--- config.mk ---
export PLATFORM = sky130hd
export DESIGN_NAME = validated_frequency_hop_table
export DESIGN_NICKNAME = d
export VERILOG_FILES = /design/src/sv/fht_pkg.sv /design/src/sv/fht_front.sv /design/src/sv/fht_queue.sv /design/src/sv/fht_rem.sv /design/src/sv/fht_back.sv /design/src/sv/validated_frequency_hop_table.sv
export SDC_FILE = /design/constraint.sdc
export NUM_CORES = 2
export LEC_CHECK = 0
export BUFFER_PORTS_ARGS = -buffer_cell sky130_fd_sc_hd__buf_2
export CAP_MARGIN = 20
export CORE_UTILIZATION = 35
export CTS_CLUSTER_DIAMETER = 50
export DETAILED_ROUTE_END_ITERATION = 7
export PLACE_DENSITY = 0.51
export SYNTH_ARGS = -nofsm -noshare
export SYNTH_HDL_FRONTEND = slang
export SYNTH_SLANG_ARGS = --single-unit
--- constraint.sdc ---
create_clock -name aclk -period 12.2 [get_ports aclk]
set_clock_uncertainty 0.05 [all_clocks]
set_input_delay 1.83 -clock aclk [delete_from_list [all_inputs] [get_ports aclk]]
set_output_delay 1.83 -clock aclk [all_outputs]
set_load 0.02 [all_outputs]
--- src/sv/fht_pkg.sv ---
// Shared types and constants of the frequency hop table.
package fht_pkg;

    // Beat field widths
    localparam int KIND_W      = 3;
    localparam int FREQ_W      = 32;
    localparam int SLOT_W      = 8;
    localparam int STORE_W     = 30;
    localparam int ADDED_W     = 5;
    localparam int SLOT_OUT_W  = 4;
    localparam int COUNT_OUT_W = 5;
    localparam int S_TDATA_W   = 104;
    localparam int M_TDATA_W   = 48;

    // Command queue between front and back
    localparam int QUEUE_DEPTH = 2;

    // Request kind codes as they arrive on tuser
    localparam logic [KIND_W-1:0] KIND_CLEAR  = 3'd0;
    localparam logic [KIND_W-1:0] KIND_ADD    = 3'd1;
    localparam logic [KIND_W-1:0] KIND_RANGE  = 3'd2;
    localparam logic [KIND_W-1:0] KIND_HOP    = 3'd3;
    localparam logic [KIND_W-1:0] KIND_CURSOR = 3'd4;
    localparam logic [KIND_W-1:0] KIND_READ   = 3'd5;

    // Accepted bands, bounds included
    localparam int BAND_COUNT = 3;
    localparam logic [FREQ_W-1:0] BAND_LO [BAND_COUNT] =
        '{32'd300000000, 32'd387000000, 32'd779000000};
    localparam logic [FREQ_W-1:0] BAND_HI [BAND_COUNT] =
        '{32'd348000000, 32'd464000000, 32'd928000000};

    typedef enum logic [2:0] {
        OP_CLEAR,
        OP_ADD,
        OP_RANGE,
        OP_HOP,
        OP_CURSOR,
        OP_READ,
        OP_IGNORE
    } op_t;

    typedef struct packed {
        op_t               op;
        logic [FREQ_W-1:0] freq;
        logic [FREQ_W-1:0] range_end;
        logic [FREQ_W-1:0] range_step;
        logic [SLOT_W-1:0] slot;
        logic              in_band;
        logic              reject;
    } cmd_t;

    typedef struct packed {
        logic                   ok;
        logic [ADDED_W-1:0]     added;
        logic [STORE_W-1:0]     freq_out;
        logic [SLOT_OUT_W-1:0]  slot_out;
        logic [COUNT_OUT_W-1:0] entry_count;
    } res_t;

    typedef enum logic [2:0] {
        ST_IDLE,
        ST_EXEC,
        ST_READ,
        ST_BAND,
        ST_DIV,
        ST_WALK,
        ST_RESP
    } state_t;

endpackage

--- src/sv/fht_front.sv ---
// Front end: unpacks an input beat and classifies it into a command.
module fht_front
    import fht_pkg::*;
(
    input  logic                 s_tvalid,
    output logic                 s_tready,
    input  logic [S_TDATA_W-1:0] s_tdata,
    input  logic [KIND_W-1:0]    s_tuser,
    output logic                 push_valid,
    input  logic                 push_ready,
    output cmd_t                 push_cmd
);

    logic [FREQ_W-1:0] freq;
    logic [FREQ_W-1:0] range_end;
    logic [FREQ_W-1:0] range_step;
    logic              in_band;

    assign freq       = s_tdata[31:0];
    assign range_end  = s_tdata[63:32];
    assign range_step = s_tdata[95:64];

    always_comb begin
        in_band = 1'b0;
        for (int b = 0; b < BAND_COUNT; b++) begin
            if (freq >= BAND_LO[b] && freq <= BAND_HI[b]) begin
                in_band = 1'b1;
            end
        end
    end

    always_comb begin
        push_cmd.freq       = freq;
        push_cmd.range_end  = range_end;
        push_cmd.range_step = range_step;
        push_cmd.slot       = s_tdata[103:96];
        push_cmd.in_band    = in_band;
        push_cmd.reject     = (range_step == '0) || (range_end < freq);
        case (s_tuser)
            KIND_CLEAR:  push_cmd.op = OP_CLEAR;
            KIND_ADD:    push_cmd.op = OP_ADD;
            KIND_RANGE:  push_cmd.op = OP_RANGE;
            KIND_HOP:    push_cmd.op = OP_HOP;
            KIND_CURSOR: push_cmd.op = OP_CURSOR;
            KIND_READ:   push_cmd.op = OP_READ;
            default:     push_cmd.op = OP_IGNORE;
        endcase
    end

    assign push_valid = s_tvalid;
    assign s_tready   = push_ready;

endmodule

--- src/sv/fht_queue.sv ---
// Short command queue between front and back.
module fht_queue
    import fht_pkg::*;
(
    input  logic aclk,
    input  logic aresetn,
    input  logic in_valid,
    output logic in_ready,
    input  cmd_t in_cmd,
    output logic out_valid,
    input  logic out_ready,
    output cmd_t out_cmd
);

    localparam int QPW = (QUEUE_DEPTH > 1) ? $clog2(QUEUE_DEPTH) : 1;
    localparam int QCW = $clog2(QUEUE_DEPTH + 1);

    cmd_t           entries_reg [QUEUE_DEPTH];
    logic [QPW-1:0] wr_ptr_reg, wr_ptr_next;
    logic [QPW-1:0] rd_ptr_reg, rd_ptr_next;
    logic [QCW-1:0] fill_reg, fill_next;
    logic           push, pop;

    assign in_ready  = (fill_reg != QCW'(QUEUE_DEPTH));
    assign out_valid = (fill_reg != '0);
    assign out_cmd   = entries_reg[rd_ptr_reg];
    assign push      = in_valid && in_ready;
    assign pop       = out_valid && out_ready;

    always_comb begin
        wr_ptr_next = wr_ptr_reg;
        rd_ptr_next = rd_ptr_reg;
        if (push) begin
            wr_ptr_next = (wr_ptr_reg == QPW'(QUEUE_DEPTH - 1)) ? '0 : wr_ptr_reg + QPW'(1);
        end
        if (pop) begin
            rd_ptr_next = (rd_ptr_reg == QPW'(QUEUE_DEPTH - 1)) ? '0 : rd_ptr_reg + QPW'(1);
        end
        fill_next = fill_reg + QCW'(push) - QCW'(pop);
    end

    always_ff @(posedge aclk) begin
        if (!aresetn) begin
            wr_ptr_reg <= '0;
            rd_ptr_reg <= '0;
            fill_reg   <= '0;
        end else begin
            wr_ptr_reg <= wr_ptr_next;
            rd_ptr_reg <= rd_ptr_next;
            fill_reg   <= fill_next;
        end
    end

    always_ff @(posedge aclk) begin
        if (push) begin
            entries_reg[wr_ptr_reg] <= in_cmd;
        end
    end

endmodule

--- src/sv/fht_rem.sv ---
// Bit-serial restoring remainder unit, one quotient bit per cycle.
module fht_rem
    import fht_pkg::*;
(
    input  logic              aclk,
    input  logic              aresetn,
    input  logic              start,
    input  logic [FREQ_W-1:0] dividend,
    input  logic [FREQ_W-1:0] divisor,
    output logic              done,
    output logic [FREQ_W-1:0] remainder
);

    localparam int CNT_W = $clog2(FREQ_W);

    logic              busy_reg, busy_next;
    logic              done_reg, done_next;
    logic [CNT_W-1:0]  cnt_reg, cnt_next;
    logic [FREQ_W-1:0] rem_reg, rem_next;
    logic [FREQ_W-1:0] dvd_reg, dvd_next;
    logic [FREQ_W-1:0] dsr_reg, dsr_next;
    logic [FREQ_W:0]   shifted;
    logic [FREQ_W:0]   diff;

    // partial remainder stays below the divisor, so it fits FREQ_W bits
    assign shifted   = {rem_reg, dvd_reg[FREQ_W-1]};
    assign diff      = shifted - {1'b0, dsr_reg};
    assign done      = done_reg;
    assign remainder = rem_reg;

    always_comb begin
        busy_next = busy_reg;
        done_next = 1'b0;
        cnt_next  = cnt_reg;
        rem_next  = rem_reg;
        dvd_next  = dvd_reg;
        dsr_next  = dsr_reg;
        if (start) begin
            busy_next = 1'b1;
            cnt_next  = '0;
            rem_next  = '0;
            dvd_next  = dividend;
            dsr_next  = divisor;
        end else if (busy_reg) begin
            rem_next = (shifted >= {1'b0, dsr_reg}) ? diff[FREQ_W-1:0] : shifted[FREQ_W-1:0];
            dvd_next = {dvd_reg[FREQ_W-2:0], 1'b0};
            cnt_next = cnt_reg + CNT_W'(1);
            if (cnt_reg == CNT_W'(FREQ_W - 1)) begin
                busy_next = 1'b0;
                done_next = 1'b1;
            end
        end
    end

    always_ff @(posedge aclk) begin
        if (!aresetn) begin
            busy_reg <= 1'b0;
            done_reg <= 1'b0;
        end else begin
            busy_reg <= busy_next;
            done_reg <= done_next;
        end
    end

    always_ff @(posedge aclk) begin
        cnt_reg <= cnt_next;
        rem_reg <= rem_next;
        dvd_reg <= dvd_next;
        dsr_reg <= dsr_next;
    end

endmodule

--- src/sv/fht_back.sv ---
// Back end: executes commands against the table and drives the result register.
module fht_back
    import fht_pkg::*;
#(
    parameter int MAX_ENTRIES = 16
) (
    input  logic aclk,
    input  logic aresetn,
    input  logic q_valid,
    output logic q_ready,
    input  cmd_t q_cmd,
    output logic m_valid,
    input  logic m_ready,
    output res_t m_res
);

    localparam int AW = (MAX_ENTRIES > 1) ? $clog2(MAX_ENTRIES) : 1;
    localparam int CW = $clog2(MAX_ENTRIES + 1);
    localparam int BW = $clog2(BAND_COUNT);

    state_t            state_reg, state_next;
    cmd_t              cmd_reg, cmd_next;
    logic [CW-1:0]     count_reg, count_next;
    logic [AW-1:0]     cursor_reg, cursor_next;
    logic [BW-1:0]     band_reg, band_next;
    logic [FREQ_W-1:0] lim_reg, lim_next;
    logic [FREQ_W:0]   f_reg, f_next;
    logic              ok_reg, ok_next;
    logic [CW-1:0]     added_reg, added_next;
    logic [STORE_W-1:0] fout_reg, fout_next;
    logic [AW-1:0]     sout_reg, sout_next;
    logic              m_valid_reg, m_valid_next;
    res_t              m_res_reg, m_res_next;

    // table memory
    logic [STORE_W-1:0] mem [MAX_ENTRIES];
    logic [STORE_W-1:0] rd_data_reg;
    logic               wr_en;
    logic [AW-1:0]      wr_addr;
    logic [STORE_W-1:0] wr_data;
    logic [AW-1:0]      rd_addr;

    // remainder unit
    logic              rem_start;
    logic              rem_done;
    logic [FREQ_W-1:0] rem_val;

    // shared decode
    logic              full;
    logic              out_free;
    logic [FREQ_W-1:0] lo, hi, lim_c;
    logic              band_skip, band_last;
    logic              slot_ok;
    logic [AW-1:0]     hop_c;
    logic [CW-1:0]     hop_plus;
    logic              walk_go;

    assign full      = (count_reg == CW'(MAX_ENTRIES));
    assign out_free  = !m_valid_reg || m_ready;
    assign lo        = BAND_LO[band_reg];
    assign hi        = BAND_HI[band_reg];
    assign lim_c     = (hi < cmd_reg.range_end) ? hi : cmd_reg.range_end;
    assign band_skip = full || (cmd_reg.freq > lim_c) || (lo > lim_c);
    assign band_last = (band_reg == BW'(BAND_COUNT - 1));
    assign slot_ok   = (32'(cmd_reg.slot) < 32'(count_reg));
    assign hop_c     = (32'(cursor_reg) < 32'(count_reg)) ? cursor_reg : '0;
    assign hop_plus  = CW'(hop_c) + CW'(1);
    assign walk_go   = (f_reg <= {1'b0, lim_reg}) && !full;

    assign q_ready = (state_reg == ST_IDLE);
    assign m_valid = m_valid_reg;
    assign m_res   = m_res_reg;

    fht_rem u_rem (
        .aclk      (aclk),
        .aresetn   (aresetn),
        .start     (rem_start),
        .dividend  (lo - cmd_reg.freq),
        .divisor   (cmd_reg.range_step),
        .done      (rem_done),
        .remainder (rem_val)
    );

    // next state
    always_comb begin
        state_next = state_reg;
        case (state_reg)
            ST_IDLE: begin
                if (q_valid) state_next = ST_EXEC;
            end
            ST_EXEC: begin
                case (cmd_reg.op)
                    OP_RANGE: state_next = cmd_reg.reject ? ST_RESP : ST_BAND;
                    OP_HOP:   state_next = (count_reg == '0) ? ST_RESP : ST_READ;
                    OP_READ:  state_next = slot_ok ? ST_READ : ST_RESP;
                    default:  state_next = ST_RESP;
                endcase
            end
            ST_READ: state_next = ST_RESP;
            ST_BAND: begin
                if (band_skip) begin
                    state_next = band_last ? ST_RESP : ST_BAND;
                end else if (cmd_reg.freq >= lo) begin
                    state_next = ST_WALK;
                end else begin
                    state_next = ST_DIV;
                end
            end
            ST_DIV: begin
                if (rem_done) state_next = ST_WALK;
            end
            ST_WALK: begin
                if (!walk_go) state_next = band_last ? ST_RESP : ST_BAND;
            end
            ST_RESP: begin
                if (out_free) state_next = ST_IDLE;
            end
            default: state_next = ST_IDLE;
        endcase
    end

    // datapath
    always_comb begin
        cmd_next     = cmd_reg;
        count_next   = count_reg;
        cursor_next  = cursor_reg;
        band_next    = band_reg;
        lim_next     = lim_reg;
        f_next       = f_reg;
        ok_next      = ok_reg;
        added_next   = added_reg;
        fout_next    = fout_reg;
        sout_next    = sout_reg;
        m_valid_next = m_valid_reg && !m_ready;
        m_res_next   = m_res_reg;
        wr_en        = 1'b0;
        wr_addr      = count_reg[AW-1:0];
        wr_data      = f_reg[STORE_W-1:0];
        rd_addr      = '0;
        rem_start    = 1'b0;
        case (state_reg)
            ST_IDLE: begin
                cmd_next   = q_cmd;
                ok_next    = 1'b0;
                added_next = '0;
                fout_next  = '0;
                sout_next  = '0;
                band_next  = '0;
            end
            ST_EXEC: begin
                case (cmd_reg.op)
                    OP_CLEAR: begin
                        count_next  = '0;
                        cursor_next = '0;
                        ok_next     = 1'b1;
                    end
                    OP_ADD: begin
                        if (cmd_reg.in_band && !full) begin
                            wr_en      = 1'b1;
                            wr_data    = cmd_reg.freq[STORE_W-1:0];
                            count_next = count_reg + CW'(1);
                            ok_next    = 1'b1;
                            added_next = CW'(1);
                        end
                    end
                    OP_HOP: begin
                        if (count_reg != '0) begin
                            rd_addr     = hop_c;
                            sout_next   = hop_c;
                            cursor_next = (hop_plus == count_reg) ? '0 : hop_plus[AW-1:0];
                        end
                    end
                    OP_CURSOR: begin
                        cursor_next = '0;
                        ok_next     = 1'b1;
                    end
                    OP_READ: begin
                        if (slot_ok) begin
                            rd_addr   = cmd_reg.slot[AW-1:0];
                            sout_next = cmd_reg.slot[AW-1:0];
                        end
                    end
                    default: ;
                endcase
            end
            ST_READ: begin
                fout_next = rd_data_reg;
                ok_next   = 1'b1;
            end
            ST_BAND: begin
                lim_next = lim_c;
                if (band_skip) begin
                    if (!band_last) band_next = band_reg + BW'(1);
                end else if (cmd_reg.freq >= lo) begin
                    f_next = {1'b0, cmd_reg.freq};
                end else begin
                    rem_start = 1'b1;
                end
            end
            ST_DIV: begin
                // first candidate at or above the band floor
                if (rem_done) begin
                    f_next = (rem_val == '0) ? {1'b0, lo}
                           : {1'b0, lo} + {1'b0, cmd_reg.range_step} - {1'b0, rem_val};
                end
            end
            ST_WALK: begin
                if (walk_go) begin
                    wr_en      = 1'b1;
                    count_next = count_reg + CW'(1);
                    added_next = added_reg + CW'(1);
                    ok_next    = 1'b1;
                    f_next     = f_reg + {1'b0, cmd_reg.range_step};
                end else if (!band_last) begin
                    band_next = band_reg + BW'(1);
                end
            end
            ST_RESP: begin
                if (out_free) begin
                    m_valid_next           = 1'b1;
                    m_res_next.ok          = ok_reg;
                    m_res_next.added       = ADDED_W'(added_reg);
                    m_res_next.freq_out    = fout_reg;
                    m_res_next.slot_out    = SLOT_OUT_W'(sout_reg);
                    m_res_next.entry_count = COUNT_OUT_W'(count_reg);
                end
            end
            default: ;
        endcase
    end

    always_ff @(posedge aclk) begin
        if (!aresetn) begin
            state_reg   <= ST_IDLE;
            count_reg   <= '0;
            cursor_reg  <= '0;
            band_reg    <= '0;
            m_valid_reg <= 1'b0;
        end else begin
            state_reg   <= state_next;
            count_reg   <= count_next;
            cursor_reg  <= cursor_next;
            band_reg    <= band_next;
            m_valid_reg <= m_valid_next;
        end
    end

    always_ff @(posedge aclk) begin
        cmd_reg   <= cmd_next;
        lim_reg   <= lim_next;
        f_reg     <= f_next;
        ok_reg    <= ok_next;
        added_reg <= added_next;
        fout_reg  <= fout_next;
        sout_reg  <= sout_next;
        m_res_reg <= m_res_next;
    end

    always_ff @(posedge aclk) begin
        if (wr_en) begin
            mem[wr_addr] <= wr_data;
        end
        rd_data_reg <= mem[rd_addr];
    end

endmodule

--- src/sv/validated_frequency_hop_table.sv ---
// Top level of the validated frequency hop table.
//
// Keeps up to MAX_ENTRIES radio frequencies and hands them out round-robin.
// A request beat carries its kind on s_tuser (clear, add, add range, hop next,
// reset cursor, read entry); every request yields exactly one result beat.
// Adds are taken only for frequencies inside 300-348 MHz, 387-464 MHz or
// 779-928 MHz (bounds included) while the table has room. A range request
// adds start, start+step, ... up to the range end, band by band, until the
// table fills. A front stage classifies requests into a two-deep command
// queue, so up to two further requests are taken while one executes and its
// result waits on m_tready. In the back end every request passes through an
// execute state and a response state; a hop or read that returns an entry
// adds one registered table read. A range request that is not rejected also
// visits, for each of the three bands, a setup state and, unless the band is
// skipped (table full, or no candidate inside it), runs the serial remainder
// unit when the range starts below that band and then walks one step per
// entry added plus a final step. Table contents are not cleared by reset or
// by a clear request; only the entry count and the hop cursor are.
module validated_frequency_hop_table
    import fht_pkg::*;
#(
    parameter int MAX_ENTRIES = 16
) (
    input  logic                 aclk,
    input  logic                 aresetn,
    // request channel
    input  logic                 s_tvalid,
    output logic                 s_tready,
    // [31:0] frequency, [63:32] range_end, [95:64] range_step, [103:96] slot
    input  logic [S_TDATA_W-1:0] s_tdata,
    // [2:0] kind
    input  logic [KIND_W-1:0]    s_tuser,
    // result channel
    output logic                 m_tvalid,
    input  logic                 m_tready,
    // [0] ok, [5:1] added, [35:6] freq_out, [39:36] slot_out,
    // [44:40] entry_count, [47:45] zero
    output logic [M_TDATA_W-1:0] m_tdata
);

    logic push_valid, push_ready;
    cmd_t push_cmd;
    logic q_valid, q_ready;
    cmd_t q_cmd;
    res_t res;

    fht_front u_front (
        .s_tvalid   (s_tvalid),
        .s_tready   (s_tready),
        .s_tdata    (s_tdata),
        .s_tuser    (s_tuser),
        .push_valid (push_valid),
        .push_ready (push_ready),
        .push_cmd   (push_cmd)
    );

    fht_queue u_queue (
        .aclk      (aclk),
        .aresetn   (aresetn),
        .in_valid  (push_valid),
        .in_ready  (push_ready),
        .in_cmd    (push_cmd),
        .out_valid (q_valid),
        .out_ready (q_ready),
        .out_cmd   (q_cmd)
    );

    fht_back #(
        .MAX_ENTRIES (MAX_ENTRIES)
    ) u_back (
        .aclk    (aclk),
        .aresetn (aresetn),
        .q_valid (q_valid),
        .q_ready (q_ready),
        .q_cmd   (q_cmd),
        .m_valid (m_tvalid),
        .m_ready (m_tready),
        .m_res   (res)
    );

    // result beat packing, lowest field first
    assign m_tdata = {3'b000, res.entry_count, res.slot_out, res.freq_out,
                      res.added, res.ok};

endmodule
==> out/results.txt <==
Status - completed
Worst-Margin Slew - 1.08 ns
Cts hold-fix bufs - 0
Port Buffer Count - 157
Clock power share - 0.324
DIE HEIGHT - 391 um
Clock buffer depth - 3
Critical path class - reg -> reg
R2R Setup Slk - 4.81 ns
Worst r2r src - u_back.band_reg[1]
Vias in the first global route - 35000
Clk Latency, worst-skew pair - 0.78 ns
Slowest stage cell on the critical path - buf_4
Internal Power - 8910 uW
Path depth of the worst reg2reg path - 22
F_max - 135 MHz
Filler cells - 14000
ANT nets after route - 0
IO Pins - 161
Routability Congestion - 0.897
Largest net degree at the start of global routing - 76
Commonest non-fill, non-tap cell in the layout - edfxtp_1
R2r endpoint - u_back.u_rem.dvd_reg[28]
Mean Syn Cell Area - 12.3 um^2
Die Wd - 391 um
Distinct cells, synth - 91
Wirelength, routed - 154000 um
Core Rows - 142
CTS tree - built
Nets - 4947
Syn Inst Count - 4309
Final Hold Viols - 0
H-tree depth - 4
MaxCap Viol Count - 0
Min Tclk post-route - 7.39 ns
Post-Syn Area - 53100 um^2
Most used DFF post-synth - edfxtp_1
Starting Density - 0.353
Wire per inst - 23.0 um
Layout cells sized above 1 - 0.146
Critical Path RT - 12.65 ns
Die ar. - 153000 um^2
Cells resized by post-CTS repair - 0
Logic gate share of total power - 0.277
VDD IR max - 0.000138 V
Fin. max-slew vios - 0
GRT Total Usage - 0.201
Unrepaired setup endpoints after global routing - false
Type of the worst min-delay path - reg -> reg
Worst Hold End - u_back.m_res[12]
Clock-pin slew on the worst setup and hold paths - 0.06 ns
YS warnings - 0
Net Sw Frac - 0.338
Sink Count - 1109
CP Buf/Inv Count - 5
Yosys reg bits - 1109
CP peak stage delay - 0.77 ns
Post-synth EDFFs - 1021
CORE AREA - 150000 um^2
Area delta synth->final - 15.9%
Worst EP arrival - 7.84 ns
# DRC - 0
Initial drt markers - 2835
Drt first pass iters - 5
Worst-path fanout max - 75
Final Setup Violations - 0
Psw - 4550 uW
PwrDens - 219 nW/um^2
CTS root buffer - clkbuf_16
Gr ovfl total - 0
Initial antenna violation count - 4
Critical Path End Type - register
Max-Slew Margin vs Limit - 0.279
Setup TNS Final - 0 ns
Seq pwr share - 0.399
HPWL after DPL - 101000 um
Sequential cell area fraction in the yosys report - 0.611
Worst Hold Launch - u_back.fout_reg[3]
Post CTS Setup Buffer Count - 0
Final std cell area, no fill - 61500 um^2
WHS Path Cells - 0
Final period utilization - 0.606
Vias - 35400
CP cell instances - inv_1, buf_4, ha_1, ha_1, nand4_1, nor2_1, nor4b_2, a31o_2, or2_2, a21boi_0, inv_1, ha_1, and4_1, a221oi_1, nor2_1, o41a_1, o21ai_0, nand3_1, a21oi_4, buf_4, buf_4, mux2_2
Avg Vias per Cell - 5.32
CTS buffer count - 150
Async SR Flop Fraction - 0
Crit-path leading delay family - compound AO/OA/AOI/OAI gates
Static leakage - 0.0232 uW
First-pass GRT wire length - 228000 um
Most frequent cells in the layout - edfxtp_1 (1021), nand2_1 (413), ha_1 (283)
Worst Setup Start Kind - register
Max reg flops - 480
Placed standard-cell area - 56500 um^2
[how the worst max path moves through the flow]
| stage | from | to | cells past startpoint |
|---|---|---|---|
| floorplan | u_back.state_reg[2] | u_queue.fill_reg[1] | 9 |
| global placement | u_back.band_reg[1] | u_back.u_rem.dvd_reg[28] | 22 |
| detailed placement | u_back.band_reg[1] | u_back.u_rem.dvd_reg[26] | 22 |
| CTS | u_back.band_reg[1] | u_back.u_rem.dvd_reg[27] | 22 |
| global route | u_back.band_reg[1] | u_back.u_rem.dvd_reg[28] | 22 |
| finish | u_back.band_reg[1] | u_back.u_rem.dvd_reg[28] | 22 |
[per-layer routing]
metal,wire length (um),part of all wire,vias up,GRT usage
li1,-,-,16700,-
met4,4050,0.026,2,0.0612
met3,7130,0.046,230,0.0290
met2,73600,0.48,988,0.333
met5,12,0.000078,-,0
met1,68800,0.45,17600,0.270
[metrics by stage]
| step | power [uW] | util | setup slack (ns) | hold slack, ns | cells |
|---|---|---|---|---|---|
| 2_1_floorplan | 7910 | - | 2.70 | 0.350 | 4314 |
| 3_3_place_gp | 9160 | 0.376 | 4.92 | 0.351 | 6391 |
| 3_5_place_dp | 9170 | 0.376 | 4.87 | 0.355 | 6391 |
| 4_1_cts | 13600 | 0.409 | 4.82 | 0.362 | 6665 |
| 5_1_grt | 14200 | 0.410 | 4.25 | 0.369 | 6666 |
| 6_report | 13500 | 0.410 | 4.81 | 0.363 | 6667 |
[cell usage after synthesis (11+ instances only)]
cell type     n  share of area
a211oi_1     48         0.0068
fa_1         24         0.0091
a32oi_1      11         0.0018
dfxtp_1      88          0.033
xor2_1       54         0.0089
a21o_1       80          0.011
and3_1       54         0.0064
buf_2        26         0.0025
ha_1        284          0.067
xnor2_1      62          0.010
nor2_1      271          0.019
o21a_1       20         0.0028
edfxtp_1   1021           0.58
nor3_1      105         0.0099
a22oi_1      16         0.0023
o21bai_1     21         0.0030
or2_2        14         0.0017
nand2_1     415          0.029
mux2_2      131          0.028
a21oi_1     256          0.024
inv_1       253          0.018
nand3_1     135          0.013
a31oi_1      40         0.0047
nor2b_1      29         0.0034
o2111ai_1    23         0.0038
o31ai_1      22         0.0031
nand4_1      53         0.0062
mux2i_1      68          0.013
o211ai_1     16         0.0023
and2_1       14         0.0017
a2bb2oi_1    21         0.0035
or3_1        18         0.0021
nor4_1       33         0.0039
nand2b_1     34         0.0040
clkbuf_1    138         0.0098
o21ai_0     230          0.022
[power by group through the flow]
stage	clock [uW]	combinational, uW	sequential, uW
final	4350	3730	5370
after floorplan	0	2690	5230
after CTS	4450	3730	5400
after detailed placement	0	3700	5470
after global placement	0	3690	5470
after global routing	4600	4170	5410
[cell type report]
class / count / area (um^2) / share of cell area
repair buffers: 238 / 1400 / 0.0228
well taps: 2016 / 2520 / 0.0410
flip-flops and latches: 1109 / 32400 / 0.527
diodes: 1 / 2.50 / 0.0000407
clock inverters: 87 / 946 / 0.0154
multi-input cells: 2776 / 19200 / 0.312
clock buffers: 187 / 4040 / 0.0657
inverters: 253 / 950 / 0.0154
[logic make-up (layout without fill, tap and decap cells)]
family	count (synthesis)	count (layout)	share of synthesized area
AOI/OAI and AO/OA	941	941	0.116
xor gates and xnor gates	116	116	0.0191
adders and majority gates	308	308	0.0760
buffers and inverters	429	765	0.0318
DFF	1109	1109	0.611
muxes	199	199	0.0406
other	2	8	0.000142
and+or+nand+nor	1205	1205	0.105
No activity file was read; power rests on OpenSTA's default activity.
